<file path="src/sv/wsg_pkg.sv">
// ---------------------------------------------------------------------------
// wsg_pkg: shared types and constants of the wavetable sample generator
// Widths, register indexes, item kinds and the sine series constants.
// ---------------------------------------------------------------------------
package wsg_pkg;

	localparam int MAX_TABLE     = 4096;
	localparam int FRACTION_BITS = 14;
	localparam int ONE_I         = 1 << FRACTION_BITS;

	localparam int IDX_W    = 12;
	localparam int LEN_W    = 13;
	localparam int SHAPE_W  = 3;
	localparam int SAMPLE_W = 16;
	localparam int QUOT_W   = 33;
	localparam int DVSR_W   = 14;
	localparam int TERMS    = 5;

	localparam int QUEUE_DEPTH = 4;
	localparam int QPTR_W      = 2;

	// Configuration register indexes.
	localparam logic REG_WAVE_SHAPE   = 1'b0;
	localparam logic REG_TABLE_LENGTH = 1'b1;

	// Shape codes as written to the shape register.
	localparam logic [SHAPE_W-1:0] SHAPE_BLANK    = 3'd0;
	localparam logic [SHAPE_W-1:0] SHAPE_SINE     = 3'd1;
	localparam logic [SHAPE_W-1:0] SHAPE_SQUARE   = 3'd2;
	localparam logic [SHAPE_W-1:0] SHAPE_SAW      = 3'd3;
	localparam logic [SHAPE_W-1:0] SHAPE_TRIANGLE = 3'd4;

	// How the back end finishes an item.
	typedef enum logic [2:0] {
		KIND_FIXED  = 3'd0,
		KIND_SINE   = 3'd1,
		KIND_SAW    = 3'd2,
		KIND_TRI_LO = 3'd3,
		KIND_TRI_HI = 3'd4
	} kind_t;

	typedef struct packed {
		kind_t                        kind;
		logic signed [SAMPLE_W-1:0]   fixed;
		logic                         oor;
	} side_t;

	// One divider job: initial remainder, bits shifted in, divisor.
	typedef struct packed {
		logic [DVSR_W-1:0] rem;
		logic [QUOT_W-1:0] low;
		logic [DVSR_W-1:0] dvsr;
		side_t             side;
	} job_t;

	// pi/2 in Q30.
	localparam logic [30:0] HALF_PI_Q30 = 31'd1686629713;

	// Factor pairs of the Taylor series and their scaled reciprocals.
	localparam int RECIP_SHIFT = 34;
	localparam logic [6:0] TERM_DIV [TERMS] = '{7'd6, 7'd20, 7'd42, 7'd72, 7'd110};
	localparam logic [31:0] TERM_RECIP [TERMS] = '{
		32'((64'd1 << RECIP_SHIFT) / 64'd6),
		32'((64'd1 << RECIP_SHIFT) / 64'd20),
		32'((64'd1 << RECIP_SHIFT) / 64'd42),
		32'((64'd1 << RECIP_SHIFT) / 64'd72),
		32'((64'd1 << RECIP_SHIFT) / 64'd110)
	};

endpackage

</file>
<file path="src/sv/wsg_queue.sv">
// ---------------------------------------------------------------------------
// wsg_queue: short job queue
// A four-entry register queue that lets the front and back stall apart.
// ---------------------------------------------------------------------------
module wsg_queue import wsg_pkg::*; (
	input  logic clk,
	input  logic arst_n,
	input  logic in_valid,
	output logic in_ready,
	input  job_t in_job,
	output logic out_valid,
	input  logic out_ready,
	output job_t out_job
);

	job_t              mem_q [QUEUE_DEPTH];
	logic [QPTR_W-1:0] head_q;
	logic [QPTR_W-1:0] tail_q;
	logic [QPTR_W:0]   count_q;
	logic              push;
	logic              pop;

	assign in_ready  = count_q != (QPTR_W+1)'(QUEUE_DEPTH);
	assign out_valid = count_q != '0;
	assign push      = in_valid && in_ready;
	assign pop       = out_valid && out_ready;
	assign out_job   = mem_q[head_q];

	// Pointers and fill count.
	always_ff @(posedge clk or negedge arst_n) begin
		if (!arst_n) begin
			head_q  <= '0;
			tail_q  <= '0;
			count_q <= '0;
		end else begin
			if (push) tail_q <= tail_q + 1'b1;
			if (pop)  head_q <= head_q + 1'b1;
			if (push && !pop) count_q <= count_q + 1'b1;
			else if (pop && !push) count_q <= count_q - 1'b1;
		end
	end

	// Storage.
	always_ff @(posedge clk) begin
		if (push) begin
			mem_q[tail_q] <= in_job;
		end
	end

endmodule

</file>
<file path="config.mk">
export PLATFORM = sky130hd
export DESIGN_NAME = wsg_queue
export DESIGN_NICKNAME = d
export VERILOG_FILES = /design/src/sv/wsg_pkg.sv /design/src/sv/wsg_queue.sv
export SDC_FILE = /design/constraint.sdc
export NUM_CORES = 1
export LEC_CHECK = 0
export BUFFER_PORTS_ARGS = -buffer_cell sky130_fd_sc_hd__buf_4
export CORE_UTILIZATION = 61
export DETAILED_ROUTE_END_ITERATION = 10
export HOLD_SLACK_MARGIN = 0.12
export PLACE_DENSITY = 0.85
export SLEW_MARGIN = 20
export SYNTH_ARGS = -nofsm -noshare
export SYNTH_HDL_FRONTEND = slang
export SYNTH_SLANG_ARGS = --single-unit
export TNS_END_PERCENT = 10
</file>
<file path="constraint.sdc">
create_clock -name clk -period 8.7 [get_ports clk]
set_input_delay 0.435 -clock clk [delete_from_list [all_inputs] [get_ports clk]]
set_output_delay 0.435 -clock clk [all_outputs]
set_load 0.02 [all_outputs]
</file>
Word level (Yosys, flattened, before mapping)
Memory sizes are Yosys's and may differ from the RTL's.
Index checks and enable logic that the tools add are counted.

storage, ports and cells
  bits in registers = 7
  RAM bits = 324
  output and inout bits = 83
  memories kept = 1

cells by class
  add/subtract/negate cells = 4
  eq/ne operators = 1
  muxes and demuxes = 4
  reduce and logical (&&, ||, !) cells = 8

memory list
  memory  words  width  rd ports  clocked after Yosys merged registers in  write ports  RTL line         source
  mem_q   4      81     1         0                                        1            wsg_queue.sv:16  job_t mem_q [QUEUE_DEPTH];

operators by type and width
  cell                                              number
  two-way mux 3 bit                                 2
  adder 2 x 1 -> 2 bit, second input constant       2
  logical AND 1 bit                                 4
  adder 3 x 1 -> 3 bit, second input constant       1
  inequality test 3 bit, second input constant      1
  nonzero test 3 bit                                1
  subtractor 3 x 1 -> 3 bit, second input constant  1
  zero test 1 bit                                   2
  two-way mux 1 bit                                 2
  nonzero test 2 bit                                1

Depth between registers and ports, before layout
  depth in word-level cells = 6
  mapped depth = 8
  gate-level depth less buffers = 8

Worst setup path before layout
OpenSTA, ideal clock, no wires.

  path kind = reg-to-reg
  start point = register count_q[0]
  end point = memory mem_q[0][0] in the netlist's numbering (enable)
  arrival = 2663 ps
  data required time = 8252 ps
  path slack = 5589 ps
  cell stages (with the launch flop) = 4
  clock period less this slack = 3111 ps
  cells stage by stage = dfrtp_1 > nor2_1 > a21boi_2 > and2_1

between the ends
  cells in the longest elaborated chain, start to end = 4

ends and longest elaborated chain
  what                                     RTL line         source
  from (decl)                              wsg_queue.sv:19  logic [QPTR_W:0] count_q;
  from (signal assigned)                   wsg_queue.sv:38  if (push && !pop) count_q <= count_q + 1'b1;
  from (signal assigned)                   wsg_queue.sv:39  else if (pop && !push) count_q <= count_q - 1'b1;
  inequality test 3 bit                    wsg_queue.sv:23  assign in_ready = count_q != (QPTR_W+1)'(QUEUE_DEPTH);
  logical AND 1 bit                        wsg_queue.sv:25  assign push = in_valid && in_ready;
  named net push                           wsg_queue.sv:20  logic push;
  two-way mux 1 bit                        wsg_queue.sv:45  if (push) begin
  two-way mux 1 bit (not written as such)  wsg_queue.sv:46  mem_q[tail_q] <= in_job;
  to (decl)                                wsg_queue.sv:16

The timed path passes the listed nets, and every way through them passes these cells.

==> summary.txt <==
Status
  • Status: completed

Floorplan
  • Die Ht: about 140 um
  • Core region area: roughly 19000 sq um
  • Number of core rows: just over 50
  • Full die area: 20400 sq um
  • Initial core utilization: 0.622
  • Die width: 143 um
  • I/O pins: about 170

Synth
  • Post-synth top area cell: edfxtp_1
  • Syn_nets: ~550
  • Synth top area share: 0.804
  • Seq cells post-synth: 331
  • Sequential area share after synthesis: 0.818
  • Complex-gate fraction of the synthesized area: 0.000930
  • Adder-Cell Fraction of Synth Area: 0.00682
  • XOR/XNOR Fraction of Synth Area: 0.00434
  • Post-synthesis mux area share: 0.153
  • Synthesis Warnings: 0
  • Netlist cell types: 18
  • Avg Synthesized Cell Area: between 20 and 30 sq um
  • Area of the mapped netlist: roughly 12000 sq um
  • Synth Instances: ~460
  • Post-Synth Simple-Gate Area: 0.00424
  • Synth area leaders: edfxtp_1 (80%), mux4_2 (15%), dfrtp_1 (1.4%)
  • Largest family of logic cells by synthesized area: multiplexers

Layout
  • Final Net Count: slightly below 800
  • Commonest non-fill, non-tap cell in the layout: edfxtp_1
  • Antenna diodes: 0
  • Area growth from synthesis to final layout: 24.4%
  • Share of cells above drive strength 1: 0.434
  • Most frequent cells in the layout: edfxtp_1 (324), buf_4 (172), mux4_2 (81)
  • Fill cells: around 1000

Timing
  • Hold Slack: roughly 130 ps
  • F_max: around 280 MHz
  • Final setup margin: approximately 5200 ps
  • Fin. max-slew vios: 0
  • Clock skew: between 20 and 25 ps
  • Slew HR: 0.436
  • Setup violators final: 0
  • Slew @ Worst Pin: roughly 850 ps
  • Final hold violations: 0
  • Crit share post-route: 0.405
  • Final setup TNS: 0 ps
  • Minimum clock period: about 3500 ps
  • RSZ-0062 raised after global routing: no

Power and ir drop
  • Switching power: about 1.6 mW
  • Flop pwr share: 0.429
  • Internal: about 3.7 mW
  • Pleak: between 5 and 6 nW
  • Worst vdd ir: 245 uV
  • Combinational share of power: 0.317
  • Clock power frac: 0.254
  • Cell Pwr Density: approximately 350 nW/um^2
  • Sw Share: 0.305

Global route
  • All-Layer GR Usage: 0.232
  • Pin count of the biggest net entering global routing: 52
  • First-pass GRT wire length: about 34000 um
  • Initial antenna violation count: 0
  • Vias in the first global route: between 5000 and 6000
  • Total grt overflow: 0

Critical path
  • Required @ worst endpoint: between 8000 and 9000 ps
  • Setup CP Type: reg2out
  • CP Capture Type: primary output
  • Critical Path AT: around 3000 ps
  • Startpoint Class: register
  • Max FO, Critical Path: between 40 and 50

Placement
  • Setup WS pre-CTS: 5580 ps
  • Port Buffers: approximately 170
  • GPL Wtd Cong: between 0.6 and 0.7
  • Post-detail-place hpwl: ~13000 um

Clock tree
  • Clk slew on worst S/H paths: roughly 60 ps
  • H-tree lvl count: 2
  • Number of hold buffers added after cts: 39
  • CTS tree: yes
  • Post-CTS Setup Inserts: 0
  • CTS Buf Count: 34
  • Skew-Pair Late Insertion Delay: a little over 500 ps
  • Post_cts resized: 0
  • Root Buffer: clkbuf_16
  • Clk buf depth: 3
  • CTS sink count: 331

Routing
  • Vias per inst: ~5.7
  • DR pass1 iterations: 4
  • # DRC: 0
  • Vias: about 5600
  • Initial DRC count: around 420
  • Drt total wl: 22600 um
  • DR WL/cell: ~23 um
  • Final ANT Viol Nets: 0

Hold path
  • Worst Hold Class: in2reg

Flow run
  • Maximum capacitance violations: 0
stage by stage:
| step | total power [mW] | instances | util | cell area, sq um |
|---|---|---|---|---|
| final | 5.32 | 977 | 0.774 | 15100 |
| after global placement | 3.94 | 877 | 0.699 | 13600 |
| after floorplan | 3.38 | 458 | - | 12100 |
| after global routing | 5.53 | 977 | 0.774 | 15100 |
| after detailed placement | 4.00 | 878 | 0.700 | 13600 |
| after CTS | 5.37 | 977 | 0.774 | 15100 |
final timing paths:
path                            startpoint           end  slack (ps)  depth (start not counted)
worst max-delay path             head_q[0]   out_job[77]        5180                          3
worst min-delay path            in_job[45]  mem_q[3][45]         130                          1
worst max register to register  count_q[0]  mem_q[1][63]        6130                          4
worst min register to register  count_q[2]    count_q[2]         530                          1
max in group asynchronous           arst_n     head_q[0]        8250                          2
min in group asynchronous           arst_n     head_q[1]         300                          2
sequential cells by signal, indices dropped and copies added (netlist names):
name     count
head_q       2
count_q      3
mem_q      324
tail_q       2
worst max-delay path, cell delays in order (launching register included):
cell	delay, ps
dfrtp_4	940
buf_4	790
mux4_2	620
buf_4	180
logic make-up after synthesis:
group,after synthesis
AOI/OAI and AO/OA,1
xor gates and xnor gates,6
DFF,331
muxes,83
buffers and inverters,21
and+or+nand+nor,10
adders and majority gates,6
power groups by stage:
| stage | Combinational (mW) | Sequential, mW | Clock, mW |
|---|---|---|---|
| floorplan | 1.17 | 2.21 | 0 |
| global placement | 1.60 | 2.34 | 0 |
| detailed placement | 1.68 | 2.32 | 0 |
| CTS | 1.71 | 2.29 | 1.37 |
| finish | 1.69 | 2.28 | 1.35 |
| global route | 1.78 | 2.32 | 1.43 |
synthesized netlist by cell type (all sizes together):
library cell / instances
and2: 4
nor2: 2
buf: 18
nand2: 2
edfxtp: 324
nand3: 1
mux2: 2
xor2: 2
mux4: 81
or3: 1
xnor2: 4
inv: 3
ha: 5
a21boi: 1
dfrtp: 7
fa: 1
layer usage:
layer  up-vias  share of wire  track usage
met5         -              0            0
met4         0          0.033       0.0956
met3        55          0.048       0.0419
met2       188           0.54        0.401
met1      2917           0.38        0.295
li1       2431              -            -
layout make-up:
class                           count  area (sq um)  area share
Tap cell                          265           332      0.0220
Clock inverter                     20           143     0.00947
Clock buffer                       40           895      0.0594
Timing Repair Buffer              212          1710       0.114
Multi-Input combinational cell    106          2050       0.136
Inverter                            3          11.3    0.000748
Sequential cell                   331          9910       0.658
(Power assumes the default switching activity.)
