==> src/sv/wsg_pkg.sv <==
// ---------------------------------------------------------------------------
// wsg_pkg: shared types and constants of the wavetable sample generator
// Widths, register indexes, item kinds and the sine series constants.
// ---------------------------------------------------------------------------
package wsg_pkg;

	localparam int MAX_TABLE     = 4096;
	localparam int FRACTION_BITS = 14;
	localparam int ONE_I         = 1 << FRACTION_BITS;

	localparam int IDX_W    = 12;
	localparam int LEN_W    = 13;
	localparam int SHAPE_W  = 3;
	localparam int SAMPLE_W = 16;
	localparam int QUOT_W   = 33;
	localparam int DVSR_W   = 14;
	localparam int TERMS    = 5;

	localparam int QUEUE_DEPTH = 4;
	localparam int QPTR_W      = 2;

	// Configuration register indexes.
	localparam logic REG_WAVE_SHAPE   = 1'b0;
	localparam logic REG_TABLE_LENGTH = 1'b1;

	// Shape codes as written to the shape register.
	localparam logic [SHAPE_W-1:0] SHAPE_BLANK    = 3'd0;
	localparam logic [SHAPE_W-1:0] SHAPE_SINE     = 3'd1;
	localparam logic [SHAPE_W-1:0] SHAPE_SQUARE   = 3'd2;
	localparam logic [SHAPE_W-1:0] SHAPE_SAW      = 3'd3;
	localparam logic [SHAPE_W-1:0] SHAPE_TRIANGLE = 3'd4;

	// How the back end finishes an item.
	typedef enum logic [2:0] {
		KIND_FIXED  = 3'd0,
		KIND_SINE   = 3'd1,
		KIND_SAW    = 3'd2,
		KIND_TRI_LO = 3'd3,
		KIND_TRI_HI = 3'd4
	} kind_t;

	typedef struct packed {
		kind_t                        kind;
		logic signed [SAMPLE_W-1:0]   fixed;
		logic                         oor;
	} side_t;

	// One divider job: initial remainder, bits shifted in, divisor.
	typedef struct packed {
		logic [DVSR_W-1:0] rem;
		logic [QUOT_W-1:0] low;
		logic [DVSR_W-1:0] dvsr;
		side_t             side;
	} job_t;

	// pi/2 in Q30.
	localparam logic [30:0] HALF_PI_Q30 = 31'd1686629713;

	// Factor pairs of the Taylor series and their scaled reciprocals.
	localparam int RECIP_SHIFT = 34;
	localparam logic [6:0] TERM_DIV [TERMS] = '{7'd6, 7'd20, 7'd42, 7'd72, 7'd110};
	localparam logic [31:0] TERM_RECIP [TERMS] = '{
		32'((64'd1 << RECIP_SHIFT) / 64'd6),
		32'((64'd1 << RECIP_SHIFT) / 64'd20),
		32'((64'd1 << RECIP_SHIFT) / 64'd42),
		32'((64'd1 << RECIP_SHIFT) / 64'd72),
		32'((64'd1 << RECIP_SHIFT) / 64'd110)
	};

endpackage

==> src/sv/wsg_front.sv <==
// ---------------------------------------------------------------------------
// wsg_front: input stage and classifier
// Holds the configuration registers, registers each index beat and turns it
// into a divider job plus the sideband that tells the back end what to do.
// ---------------------------------------------------------------------------
module wsg_front import wsg_pkg::*; (
	input  logic              clk,
	input  logic              arst_n,
	input  logic              cfg_we,
	input  logic              cfg_index,
	input  logic [LEN_W-1:0]  cfg_wdata,
	input  logic              s_tvalid,
	output logic              s_tready,
	input  logic [15:0]       s_tdata,
	output logic              out_valid,
	input  logic              out_ready,
	output job_t              out_job
);

	logic [SHAPE_W-1:0] shape_q;
	logic [LEN_W-1:0]   length_q;
	logic               vld_s1;
	logic [IDX_W-1:0]   idx_s1;

	logic [LEN_W-1:0]   n;
	logic [LEN_W-1:0]   half;
	logic [LEN_W-1:0]   last;
	logic               oor;
	logic signed [SAMPLE_W-1:0] square_v;

	// Configuration registers.
	always_ff @(posedge clk or negedge arst_n) begin
		if (!arst_n) begin
			shape_q  <= SHAPE_BLANK;
			length_q <= 13'd256;
		end else if (cfg_we) begin
			unique case (cfg_index)
				REG_WAVE_SHAPE:   shape_q  <= cfg_wdata[SHAPE_W-1:0];
				REG_TABLE_LENGTH: length_q <= cfg_wdata;
				default:          ;
			endcase
		end
	end

	// Input register.
	assign s_tready  = !vld_s1 || out_ready;
	assign out_valid = vld_s1;

	always_ff @(posedge clk or negedge arst_n) begin
		if (!arst_n) begin
			vld_s1 <= 1'b0;
		end else if (s_tready) begin
			vld_s1 <= s_tvalid;
		end
	end

	always_ff @(posedge clk) begin
		if (s_tready && s_tvalid) begin
			idx_s1 <= s_tdata[IDX_W-1:0];
		end
	end

	// Length saturates at the table maximum.
	always_comb begin
		n    = (length_q > LEN_W'(MAX_TABLE)) ? LEN_W'(MAX_TABLE) : length_q;
		half = n >> 1;
		last = n - 13'd1;
		oor  = {1'b0, idx_s1} >= n;
		if (idx_s1 == '0 || {1'b0, idx_s1} == last) begin
			square_v = '0;
		end else if ({1'b0, idx_s1} < half) begin
			square_v = SAMPLE_W'(ONE_I);
		end else begin
			square_v = -SAMPLE_W'(ONE_I);
		end
	end

	// Classification and divider operands.
	always_comb begin
		out_job.rem        = '0;
		out_job.low        = QUOT_W'(idx_s1) << (FRACTION_BITS + 2);
		out_job.low        = out_job.low + QUOT_W'(n);
		out_job.dvsr       = {n, 1'b0};
		out_job.side.kind  = KIND_FIXED;
		out_job.side.fixed = '0;
		out_job.side.oor   = oor;
		if (!oor) begin
			unique case (shape_q)
				SHAPE_SINE: begin
					out_job.side.kind = KIND_SINE;
					out_job.rem       = DVSR_W'(idx_s1);
					out_job.low       = '0;
					out_job.dvsr      = DVSR_W'(n) + 14'd1;
				end
				SHAPE_SQUARE: begin
					out_job.side.fixed = square_v;
				end
				SHAPE_SAW: begin
					out_job.side.kind = KIND_SAW;
				end
				SHAPE_TRIANGLE: begin
					out_job.low = (QUOT_W'(idx_s1) << (FRACTION_BITS + 3)) + QUOT_W'(n);
					out_job.side.kind = ({1'b0, idx_s1} <= half) ? KIND_TRI_LO : KIND_TRI_HI;
				end
				default: ;
			endcase
		end
	end

endmodule

==> config.mk <==
export PLATFORM = sky130hd
export DESIGN_NAME = wsg_front
export DESIGN_NICKNAME = d
export VERILOG_FILES = /design/src/sv/wsg_pkg.sv /design/src/sv/wsg_front.sv
export SDC_FILE = /design/constraint.sdc
export NUM_CORES = 1
export LEC_CHECK = 0
export ABC_AREA = 1
export BUFFER_PORTS_ARGS = -buffer_cell sky130_fd_sc_hd__buf_4
export CAP_MARGIN = 20
export CORE_UTILIZATION = 55
export DETAILED_ROUTE_END_ITERATION = 6
export PLACE_DENSITY = 0.88
export SETUP_SLACK_MARGIN = 0.05
export SLEW_MARGIN = 10
export SYNTH_ARGS = -nofsm -noshare
export SYNTH_HDL_FRONTEND = slang
export SYNTH_SLANG_ARGS = --single-unit
==> constraint.sdc <==
create_clock -name clk -period 4.96 [get_ports clk]
set_input_delay 0 -clock clk [delete_from_list [all_inputs] [get_ports clk]]
set_output_delay 0 -clock clk [all_outputs]
set_load 0.05 [all_outputs]
### After elaboration in Yosys (flattened, before gate mapping)

Index checks and enable logic that the tools add are counted.

* memory bits (writable): 0
* bits in read-only memories: 0
* output and inout port bits: 83
* register bits: 29
* memories: 0
* latch bits: 0

* bitwise gates (word level): 1
* multiply operators: 0
* magnitude comparators: 4
* shift-type cells: 0
* muxes and demuxes: 10
* reduce and logical (&&, ||, !) cells: 7
* $add $sub $neg: 4
* divide/modulo/power cells: 0
* eq/ne operators: 5

Operator list (number)
* 2-to-1 mux 78 bit: 1
* case mux 30 bit (2 select lines): 1
* 2-to-1 mux 16 bit: 3
* adder 29 x 13 -> 30 bit: 1
* adder 28 x 13 -> 29 bit: 1
* adder 13 x 1 -> 14 bit, second input constant: 1
* 2-to-1 mux 14 bit: 1
* == test 12 x 13 -> 1 bit: 1
* >= comparator 12 x 13 -> 1 bit: 1
* > comparator 13 bit, second input constant: 1
* 2-to-1 mux 13 bit: 1
* subtractor 13 x 1 -> 13 bit, second input constant: 1
* less-or-equal comparator 12 bit: 1
* logical NOT 12 bit: 1
* less-than comparator 12 bit: 1
* 2-to-1 mux 12 bit: 1
* case mux 3 bit (3 select lines): 1
* == test 3 x 2 -> 1 bit, second input constant: 2
* AND reduction 2 bit: 2
* == test 3 x 1 -> 1 bit, second input constant: 1
* == test 3 bit, second input constant: 1
* 2-to-1 mux 3 bit: 1
* logical OR 1 bit: 2
* logical AND 1 bit: 1
* 2 further kinds: 2

### Depth between registers and ports, before layout

Gate-level depths: netlist of run 1.

* depth after elaboration: 8
* depth in mapped cells: 21

### Least setup slack after synthesis of run 1

No wires, ideal clock.

* path type: reg-to-output
* from: register length_q[4]
* to: output out_job[31] (netlist bit)
* data arrival time: 3.655 ns
* data required time: 4.960 ns
* cell stages (with the launch flop): 18
* buffers on the path: 3
* setup slack: 1.305 ns
* cell sequence: dfrtp_1 -> buf_6 -> nor2_2 -> nand2_1 -> nor2_2 -> nand2_2 -> nand2_4 -> buf_6 -> inv_1 -> nor2_1 -> inv_1 -> ha_1 -> nand4_1 -> or4_4 -> nand3_4 -> nor2_8 -> buf_2 -> o21ai_0

RTL lines
* start, declared: RTL line wsg_front.sv:21 `logic [LEN_W-1:0] length_q;`
* start signal, assigned: RTL line wsg_front.sv:39 `REG_TABLE_LENGTH: length_q <= cfg_wdata;`
* end, declared: RTL line wsg_front.sv:17 `output job_t out_job`

==> impl_results.md, run 1 <==
* Antenna Nets Post-Route at 0
* Comb pwr share at between 50% and 60%
* Global placement routability congestion at around 0.85
* Vias per inst at 5.50
* CP max-delay cell: or4_4
* Ys flop type: dfrtp_1
* Netlist Area Pre-Place at 3160 µm²
* Total power at between 1 and 1.5 mW
* CTS H-Tree Depth at 2
* Main combinational cell family by area after synthesis: simple AND/OR/NAND/NOR gates
* Setup Fix Bufs, Post-CTS at 0
* First-pass GRT wire length at 15.0 mm
* Yosys Warn Count at 0
* Vias at roughly 3500
* Drt first pass iters at 5
* RSZ-0062 raised after global routing: false
* Clock Path Buffers at 2
* WP buf/inv at 4
* IO Pins at 118
* Commonest non-fill, non-tap cells in the layout: 90 x buf_4, 80 x nand2_1, 64 x nor2_1
* Critical Path Max Stage Delay at 560 ps
* DP HPWL at around 6.7 mm
* Tmin final at 4320 ps
* Max Freq at 232 MHz
* Cell Chain, Critical Path: nor2_2 > nand2_1 > nor2_2 > nand2_2 > nand2_4 > inv_1 > nor2_1 > inv_1 > ha_1 > nand4_1 > or4_4 > nand3_4 > nor2_8 > inv_2 > nand2_1 > o22ai_1 > buf_4
* Crit. Startpoint: length_q[4]
* Crit-path leading delay family: simple AND/OR/NAND/NOR gates
* Sw frac at 51.6%
* Maximum VDD drop at 0.210 mV
* Num CTS Buffers at 5
* Total Wirelength at roughly 9 mm
* Total congestion overflow at 0
* Worst EP required at 4960 ps
* Worst Hold Launch: cfg_wdata[1]
* Nets at ~620
* Synth cell types at 41
* Drt wl/cell at 14.6 µm
* Area Growth Syn to Fin at 29.3%
* Setup CP Type: flip-flop to primary output
* Final Hold Vio Count at 0
* Sequential fraction of the synthesis area at around a quarter
* Die height at 77.9 µm
* Final hold slack at 39.1 ps
* Async S/R FF share, synth at 58.6%
* Post-Synthesis Cells at 451
* Max-cap violations at 0
* GRT Overall Usage at a little under a third
* Pleak at 2.13 nW
* EDFF count, synth at 12
* Reg2reg start: out_valid
* DIE WIDTH at 77.9 µm
* # setup viols final at 0
* IO Port Bufs at 90
* Seq cells post-synth at 29
* Clock share of power at between 15 and 20%
* Internal power at ~620 µW
* Pin count of the biggest net entering global routing at 27
* Drt drc at 0
* Startpoint types: flip-flop
* Synth top area share at between 10% and 20%
* Setup TNS at 0 ps
* Starting Density at 57.1%
* Layout cells sized above 1 at 23.3%
* Commonest non-fill, non-tap cell in the layout: buf_4
* Layout Skew at 6.83 ps
* Sw power at 662 µW
* Synth Area in Simple Gates at around a third
* Status: finished clean
* Mapped Avg Cell Area at 7.02 µm²
* CTS tree: done
* Core ar. at 5540 µm²
* Die area at slightly above 6000 µm²
* Fin crit share at 87.0%
* Clk_lat worst skew at 280 ps
* Adder-cell share of the synthesized area at 10.3%
* Max Slew Vio Count at 0
* Clk sinks at 29
* P per Cell Area at 314 nW/µm²
* Synth area leader: dfrtp_1
* Xor/xnor cell area share of the yosys netlist at 2.49%
* Number of antenna repair diodes at 0
* Post-CTS Resized at 0
* Initial antenna violation count at 0
* 1st-iter DRT viols at 328
* Vias in the first global route at 3336
* CP endpoint kind: primary output
* CTS root buffer: clkbuf_8
* HP Class: primary input to flip-flop
* Critical Path Fanout Max at 26
* Arr. time, crit path at 4320 ps
* Clock slew at reported path FFs at around 70 ps
* Seq pwr share at 24.3%
* Slew @ Worst Pin at roughly 720 ps
* Row cnt at 27
* Compound-Gate Fraction of Synth Area at about an eighth
* Rel. slew slack at 52.0%
* Mux cell area share after synthesis at under 10%
* Hold_buf cts at 25
* Area contributors post-synth: dfrtp_1 13%, edfxtp_1 11%, ha_1 10%
==> metrics by stage <==
step                      area (µm²)  setup slack, ps  cells  utilization, %
after floorplan                 3250             1300    473               -
after global placement          3730             1300    598            67.4
after CTS                       4090              810    631            73.8
final                           4090              645    631            73.8
after detailed placement        3730             1140    598            67.4
after global routing            4090              439    631            73.8
==> worst paths after layout <==
check                         endpoint  slack, ps  cells after the start
max in group asynchronous  length_q[8]       4590                      2
max reg2reg                  idx_s1[7]       3610                      1
min                        length_q[1]         40                      3
max                        out_job[59]        640                     17
min reg2reg                length_q[1]        520                      2
min in group asynchronous  length_q[7]        110                      2
==> tightest hold or removal path: cells and delay by family <==
family          cells  cell delay [ps]
compound gates      1              150
buf+inv             2              140
==> final cells by class <==
cell class,count,area [µm²]
repair buffers,115,926
inverters,64,240
fillers,423,1450
flip-flops and latches,29,787
clock buffers,7,96.3
clock inverters,1,5.00
multi-input cells,343,1950
well taps,72,90.1
==> power groups by stage <==
stage | Combinational [mW] | Clock, mW | Sequential [mW]
after floorplan | 0.573 | 0 | 0.301
after global placement | 0.701 | 0 | 0.315
after detailed placement | 0.717 | 0 | 0.315
after CTS | 0.737 | 0.221 | 0.311
after global routing | 0.800 | 0.232 | 0.316
final | 0.749 | 0.223 | 0.313
==> routing by layer <==
metal | up-vias | GRT usage (%) | routed length (µm)
met3 | 29 | 6.12 | 712
met4 | 0 | 14.9 | 255
li1 | 1660 | - | -
met2 | 209 | 53.4 | 4360
met5 | - | 0 | 0
met1 | 1573 | 37.7 | 3860
==> cells in the mapped netlist, types with 2 or more instances <==
cell       n
a21oi_1   19
o21ai_0   26
buf_6      5
nor2_4     2
nand2_2    4
dfrtp_1   16
xor2_1     7
xnor2_1    2
mux2_2     4
clkbuf_1   2
nor3_1     5
nand2_1   80
inv_2      5
buf_4     26
edfxtp_1  12
nand3_1   34
nand4_1   12
ha_1      26
o21bai_1   4
o22ai_1   11
o221ai_1   2
buf_2      3
nor2_2     4
inv_1     59
nand2_4    2
nor2_1    64
==> cell families (layout without fill, tap and decap cells) <==
kind of cell | Yosys count | in the layout
flip-flops | 29 | 29
adder cells (fa/ha/maj) | 26 | 26
multiplexers | 4 | 4
AO/OA/AOI/OAI | 68 | 68
XOR/XNOR | 9 | 9
other | 1 | 23
AND/OR/NAND/NOR | 213 | 213
buffers and inverters | 101 | 187
==> sequential cells by signal, summed over array words and instances (netlist names) <==
name and flops:
length_q 13, out_valid 1, shape_q 3, idx_s1 12
Power figures use the tool's default switching activity.
==> inputs of run 2 (changes only) <==
--- a/config.mk
+++ b/config.mk
@@ -10,7 +10,7 @@
 export CAP_MARGIN = 20
 export CORE_UTILIZATION = 55
 export DETAILED_ROUTE_END_ITERATION = 6
-export PLACE_DENSITY = 0.88
+export PLACE_DENSITY = 0.94
 export SETUP_SLACK_MARGIN = 0.05
 export SLEW_MARGIN = 10
 export SYNTH_ARGS = -nofsm -noshare
==> run 2 against run 1 <==
Core utilization fell by 0.43 points. The flow now finishes with violations (negative hold slack). Global-route usage rose by 1.1 points. Clock power fell by 9%. Critical path depth did not move. Largest power group unchanged. Highest routed layer unchanged. Count of clock-buffer cells in the layout rose by 1. Final cell count fell by 0.16%. Non-clock buffer count fell by 1. Combinational power rose by 0.7%.
==> impl_results.md, run 2 (same netlist as run 1, synthesis figures left out) <==
* Final hold slack at -6.55 ps
* Antenna Nets Post-Route at 0
* Layout Skew at 6.84 ps
* Worst EP required at 4960 ps
* Slew @ Worst Pin at ~730 ps
* Fillers at ~440
* # setup viols final at 0
* RSZ-0062 raised after global routing: false
* Finished Cell Area at 4070 µm²
* Hold_buf cts at 23
* Clk sinks at 29
* Reg2reg start: out_valid
* Fin crit share at between 80% and 90%
* Total congestion overflow at 0
* CTS root buffer: clkbuf_8
* Vias per inst at 5.65
* Drt wl/cell at 15.1 µm
* Status: finished with violations
* Global placement routability congestion at ~0.96
* Clock Path Buffers at 2
* Largest register by flop count: length_q
* Post-CTS Resized at 0
* WP buf/inv at 4
* Pleak at about 2.1 nW
* Core ar. at 5540 µm²
* Setup TNS at 0 ps
* Row cnt at 27
* Worst hold endpoint: length_q[11]
* Failing checks: negative hold slack
* Clock slew at reported path FFs at 60 ps
* Drt first pass iters at 5
* Area Growth Syn to Fin at 28.5%
* Seq pwr share at around a quarter
* Placed inst area at 3740 µm²
* Worst Hold Launch: cfg_wdata[11]
* Rel. slew slack at 51.1%
* Critical Path Fanout Max at 18
* Setup CP Type: flip-flop to primary output
* Pin count of the biggest net entering global routing at 27
* Tmin final at 4160 ps
* IO Port Bufs at 90
* Startpoint types: flip-flop
* CP endpoint kind: primary output
* P per Cell Area at 313 nW/µm²
* Worst Reg-to-Reg Cells at 1
* Clk_lat worst skew at 290 ps
* Final Hold Vio Count at 1
* Starting Density at between 50% and 60%
* Total power at 1.27 mW
* Nets at 618
* Max Slew Vio Count at 0
* Max FFs per register at 13
* Max-cap violations at 0
* First-pass GRT wire length at ~15 mm
* Vias at 3559
* DP HPWL at 6.87 mm
* Arr. time, crit path at ~4200 ps
* Commonest non-fill, non-tap cell in the layout: buf_4
* 1st-iter DRT viols at approximately 320
* CTS H-Tree Depth at 2
* Core Util, Final at 73.4%
* Cell Chain, Critical Path: nor2_2 > nand2_1 > nor2_2 > nand2_2 > nand2_4 > inv_1 > nor2_1 > inv_1 > ha_1 > nand4_1 > or4_4 > nand3_4 > nor2_1 > inv_2 > nand2_1 > o22ai_1 > buf_4
* Placed instance count at about 600
* Crit-path leading delay family: simple AND/OR/NAND/NOR gates
* Comb pwr share at 59.3%
* Internal power at 611 µW
* Number of antenna repair diodes at 0
* DIE WIDTH at 77.9 µm
* Largest regs: length_q (13), idx_s1 (12), shape_q (3)
* Clock share of power at 16.1%
* CP max-delay cell: or4_4
* Commonest non-fill, non-tap cells in the layout: 91 x buf_4, 80 x nand2_1, 64 x nor2_1
* Die height at around 78 µm
* Drt drc at 0
* Final std cells w/o fill at 630
* Total Wirelength at 9.49 mm
* Critical Path Max Stage Delay at about 550 ps
* Layout cells sized above 1 at between 20% and 30%
* Vias in the first global route at 3313
* Initial antenna violation count at 0
* HP Class: primary input to flip-flop
* R2r setup slk at 3600 ps
* Sw power at 661 µW
* Setup Fix Bufs, Post-CTS at 0
* Num CTS Buffers at 5
* Reg2reg end: idx_s1[7]
* Die area at 6060 µm²
* CTS tree: done
* Max Freq at between 200 and 250 MHz
* IO Pins at ~120
* Cell depth of the worst hold path at 3
* GRT Overall Usage at 32.4%
* Maximum VDD drop at between 0.2 and 0.25 mV
* Sw frac at 52.0%
-- run 2: metrics by stage --
step | hold slack [ps] | setup slack, ps
floorplan | -296 | 1300
global placement | -128 | 1390
detailed placement | -125 | 1330
CTS | 2.14 | 1010
global route | 13.4 | 615
finish | -6.55 | 801
-- run 2: area by class of cell --
class / instances / area, µm² / area share (%)
well taps: 72 / 90.1 / 2.22
multi-input cells: 343 / 1950 / 47.8
flip-flops and latches: 29 / 787 / 19.4
repair buffers: 114 / 913 / 22.5
clock buffers: 8 / 90.1 / 2.22
inverters: 64 / 240 / 5.91
-- run 2: how the worst max path moves through the flow --
stage,from,end,slack [ps],cells after the start
3_5_place_dp,length_q[4],out_job[59],1330,17
5_1_grt,length_q[1],out_job[53],610,17
6_report,length_q[4],out_job[52],800,17
3_3_place_gp,length_q[4],out_job[59],1390,17
4_1_cts,length_q[4],out_job[59],1010,17
2_1_floorplan,length_q[4],out_job[31],1300,17
-- run 2: power groups by stage --
| stage | logic, mW | clock network, mW | registers [mW] |
|---|---|---|---|
| after floorplan | 0.573 | 0 | 0.301 |
| after global placement | 0.704 | 0 | 0.315 |
| after detailed placement | 0.719 | 0 | 0.316 |
| after CTS | 0.739 | 0.201 | 0.312 |
| after global routing | 0.805 | 0.211 | 0.316 |
| final | 0.754 | 0.204 | 0.313 |
-- run 2: routing by layer --
layer / vias up / global-route usage, % / part of all wire (%)
met2: 257 / 56.9 / 49
met3: 50 / 5.53 / 9.5
met4: 0 / 16.6 / 3.9
met5: - / 0 / 0
li1: 1658 / - / -
met1: 1594 / 37.7 / 38
-- run 2: worst min-delay path: cells and delay by family --
kind | cells | cell delay (ps)
simple gates | 1 | 30
buf+inv | 1 | 80
compound gates | 1 | 120
==> inputs of run 3 (changes only) <==
--- a/config.mk
+++ b/config.mk
@@ -8,9 +8,9 @@
 export ABC_AREA = 1
 export BUFFER_PORTS_ARGS = -buffer_cell sky130_fd_sc_hd__buf_4
 export CAP_MARGIN = 20
-export CORE_UTILIZATION = 55
+export CORE_UTILIZATION = 46
 export DETAILED_ROUTE_END_ITERATION = 6
-export PLACE_DENSITY = 0.94
+export PLACE_DENSITY = 0.84
 export SETUP_SLACK_MARGIN = 0.05
 export SLEW_MARGIN = 10
 export SYNTH_ARGS = -nofsm -noshare
==> constraint.sdc (replaced) <==
create_clock -name clk -period 3.5 [get_ports clk]
set_input_delay 0 -clock clk [delete_from_list [all_inputs] [get_ports clk]]
set_output_delay 0 -clock clk [all_outputs]
set_load 0.05 [all_outputs]
==> run 3 against run 2 <==
Sequential cell count did not move. Non-clock buffer count grew 27. First-iteration DRC count increased by 19%. The flow finishes with violations (design-rule violations). Worst setup slack got worse by 680 ps. Routed wire length grew 8.6%. Sequential share of layout area fell by 1.6 points.
==> impl_results.md, run 3 (same netlist as run 1, synthesis figures left out) <==
* Status: finished with violations
* Failing checks: design-rule violations
* Setup CP Type: flip-flop to primary output
* Crit-path leading delay family: simple AND/OR/NAND/NOR gates
* Vias in the first global route at 3362
* First-pass GRT wire length at about 16 mm
* Pleak at approximately 2.3 nW
* Tmin final at between 3000 and 4000 ps
* Number of antenna repair diodes at 0
* Die area at around 7200 µm²
* CTS H-Tree Depth at 2
* Total Wirelength at ~10 mm
* Final Hold Vio Count at 0
* Drt wl/cell at 15.5 µm
* IO Port Bufs at 90
* R2r setup slk at 2160 ps
* Final hold slack at 1.92 ps
* Core ar. at between 6000 and 7000 µm²
* Clk_lat worst skew at 280 ps
* Critical Path Max Stage Delay at 530 ps
* Num CTS Buffers at 5
* Finished Cell Area at 4430 µm²
* Global placement routability congestion at just over 0.9
* Commonest non-fill, non-tap cells in the layout: 110 x buf_4, 78 x nand2_1, 59 x inv_1
* Critical path's most frequent cell: nand2_2
* Vias at 3666
* HP Class: primary input to flip-flop
* Setup TNS at 0 ps
* DIE WIDTH at 84.9 µm
* Max Slew Vio Count at 0
* CP endpoint kind: primary output
* Placed instance count at between 600 and 700
* Pin count of the biggest net entering global routing at 23
* CP max-delay cell: or4_4
* Maximum VDD drop at about 0.36 mV
* Total congestion overflow at 0
* Initial antenna violation count at 0
* GRT Overall Usage at 28.2%
* Startpoint types: flip-flop
* Worst EP required at 3500 ps
* Drt drc at 16
* Layout cells sized above 1 at 29.7%
* DP HPWL at about 8 mm
* Clock Path Buffers at 2
* Setup WS pre-CTS at 166 ps
* Nets at 646
* Row cnt at 29
* Commonest non-fill, non-tap cell in the layout: buf_4
* Max Freq at 296 MHz
* Antenna Nets Post-Route at 0
* Starting Density at 48.7%
* Largest register by flop count: length_q
* CTS root buffer: clkbuf_8
* Die height at roughly 85 µm
* # setup viols final at 0
* Clock slew at reported path FFs at 60 ps
* Critical Path Fanout Max at 19
* Drt first pass iters at 7
* Rel. slew slack at 52.7%
* Cell Chain, Critical Path: nor2_2 > nand2_2 > nor2_4 > nand2_2 > nand2_4 > buf_6 > nand2_2 > ha_1 > nand4_1 > or4_4 > nand3_4 > nor2_8 > inv_2 > buf_8 > nand2_1 > o21ai_1 > buf_6
* Fin crit share at 96.6%
* Final std cells w/o fill at 663
* Placed inst area at 3930 µm²
* Max-cap violations at 0
* Largest regs: length_q (13), idx_s1 (12), shape_q (3)
* Area Growth Syn to Fin at 40.0%
* Max FFs per register at 13
* IO Pins at 118
* Clk sinks at 29
* Arr. time, crit path at 3380 ps
* P per Cell Area at 432 nW/µm²
* Worst setup margin at 118 ps
* WP buf/inv at 4
* RSZ-0062 raised after global routing: true
* Layout Skew at slightly below 1 ps
* CTS tree: done
* 1st-iter DRT viols at 376
* Vias per inst at 5.53
* Slew @ Worst Pin at 709 ps
-- run 3: path summary, 6_finish.rpt --
path,start,to,cells past startpoint
max,length_q[1],out_job[23],17
min,cfg_wdata[2],length_q[2],3
max reg2reg,out_valid,idx_s1[4],1
min reg2reg,shape_q[2],shape_q[2],2
max in group asynchronous,arst_n,length_q[8],2
min in group asynchronous,arst_n,shape_q[1],2
-- run 3: repair_timing --
| action | 4_1_cts | 5_1_grt |
|---|---|---|
| endpoints found under the hold margin | 40 | 0 |
| setup endpoints to repair | 17 | 45 |
| hold buffers | 25 | 0 |
| gates resized for setup | 4 | 19 |
| pin swaps | 0 | 6 |
| cloned | 0 | 1 |
| setup buffers | 3 | 6 |
-- run 3: area by class of cell --
class / count / area, µm²
clock buffer: 8 / 90.1
fill: 553 / 2060
inverter: 64 / 240
multi-input combinational: 344 / 2060
sequential: 29 / 788
tap: 77 / 96.3
timing repair buffer: 141 / 1160
-- run 3: per-layer routing --
metal	wire, µm	GRT usage, %	up-vias
li1	-	-	1711
met1	4010	34.8	1679
met2	5050	48.8	239
met3	844	3.40	37
met4	404	13.9	0
met5	0	0	-
-- run 3: power breakdown --
part | switching (mW) | internal (mW)
registers | 0.0393 | 0.392
logic | 0.809 | 0.385
clock network | 0.127 | 0.160
total | 0.975 | 0.937
-- run 3: through the flow --
stage	power (mW)	utilization (%)
CTS	1.85	66.1
global placement	1.51	60.4
finish	1.91	68.2
detailed placement	1.53	60.4
global route	2.01	68.2
floorplan	1.25	-
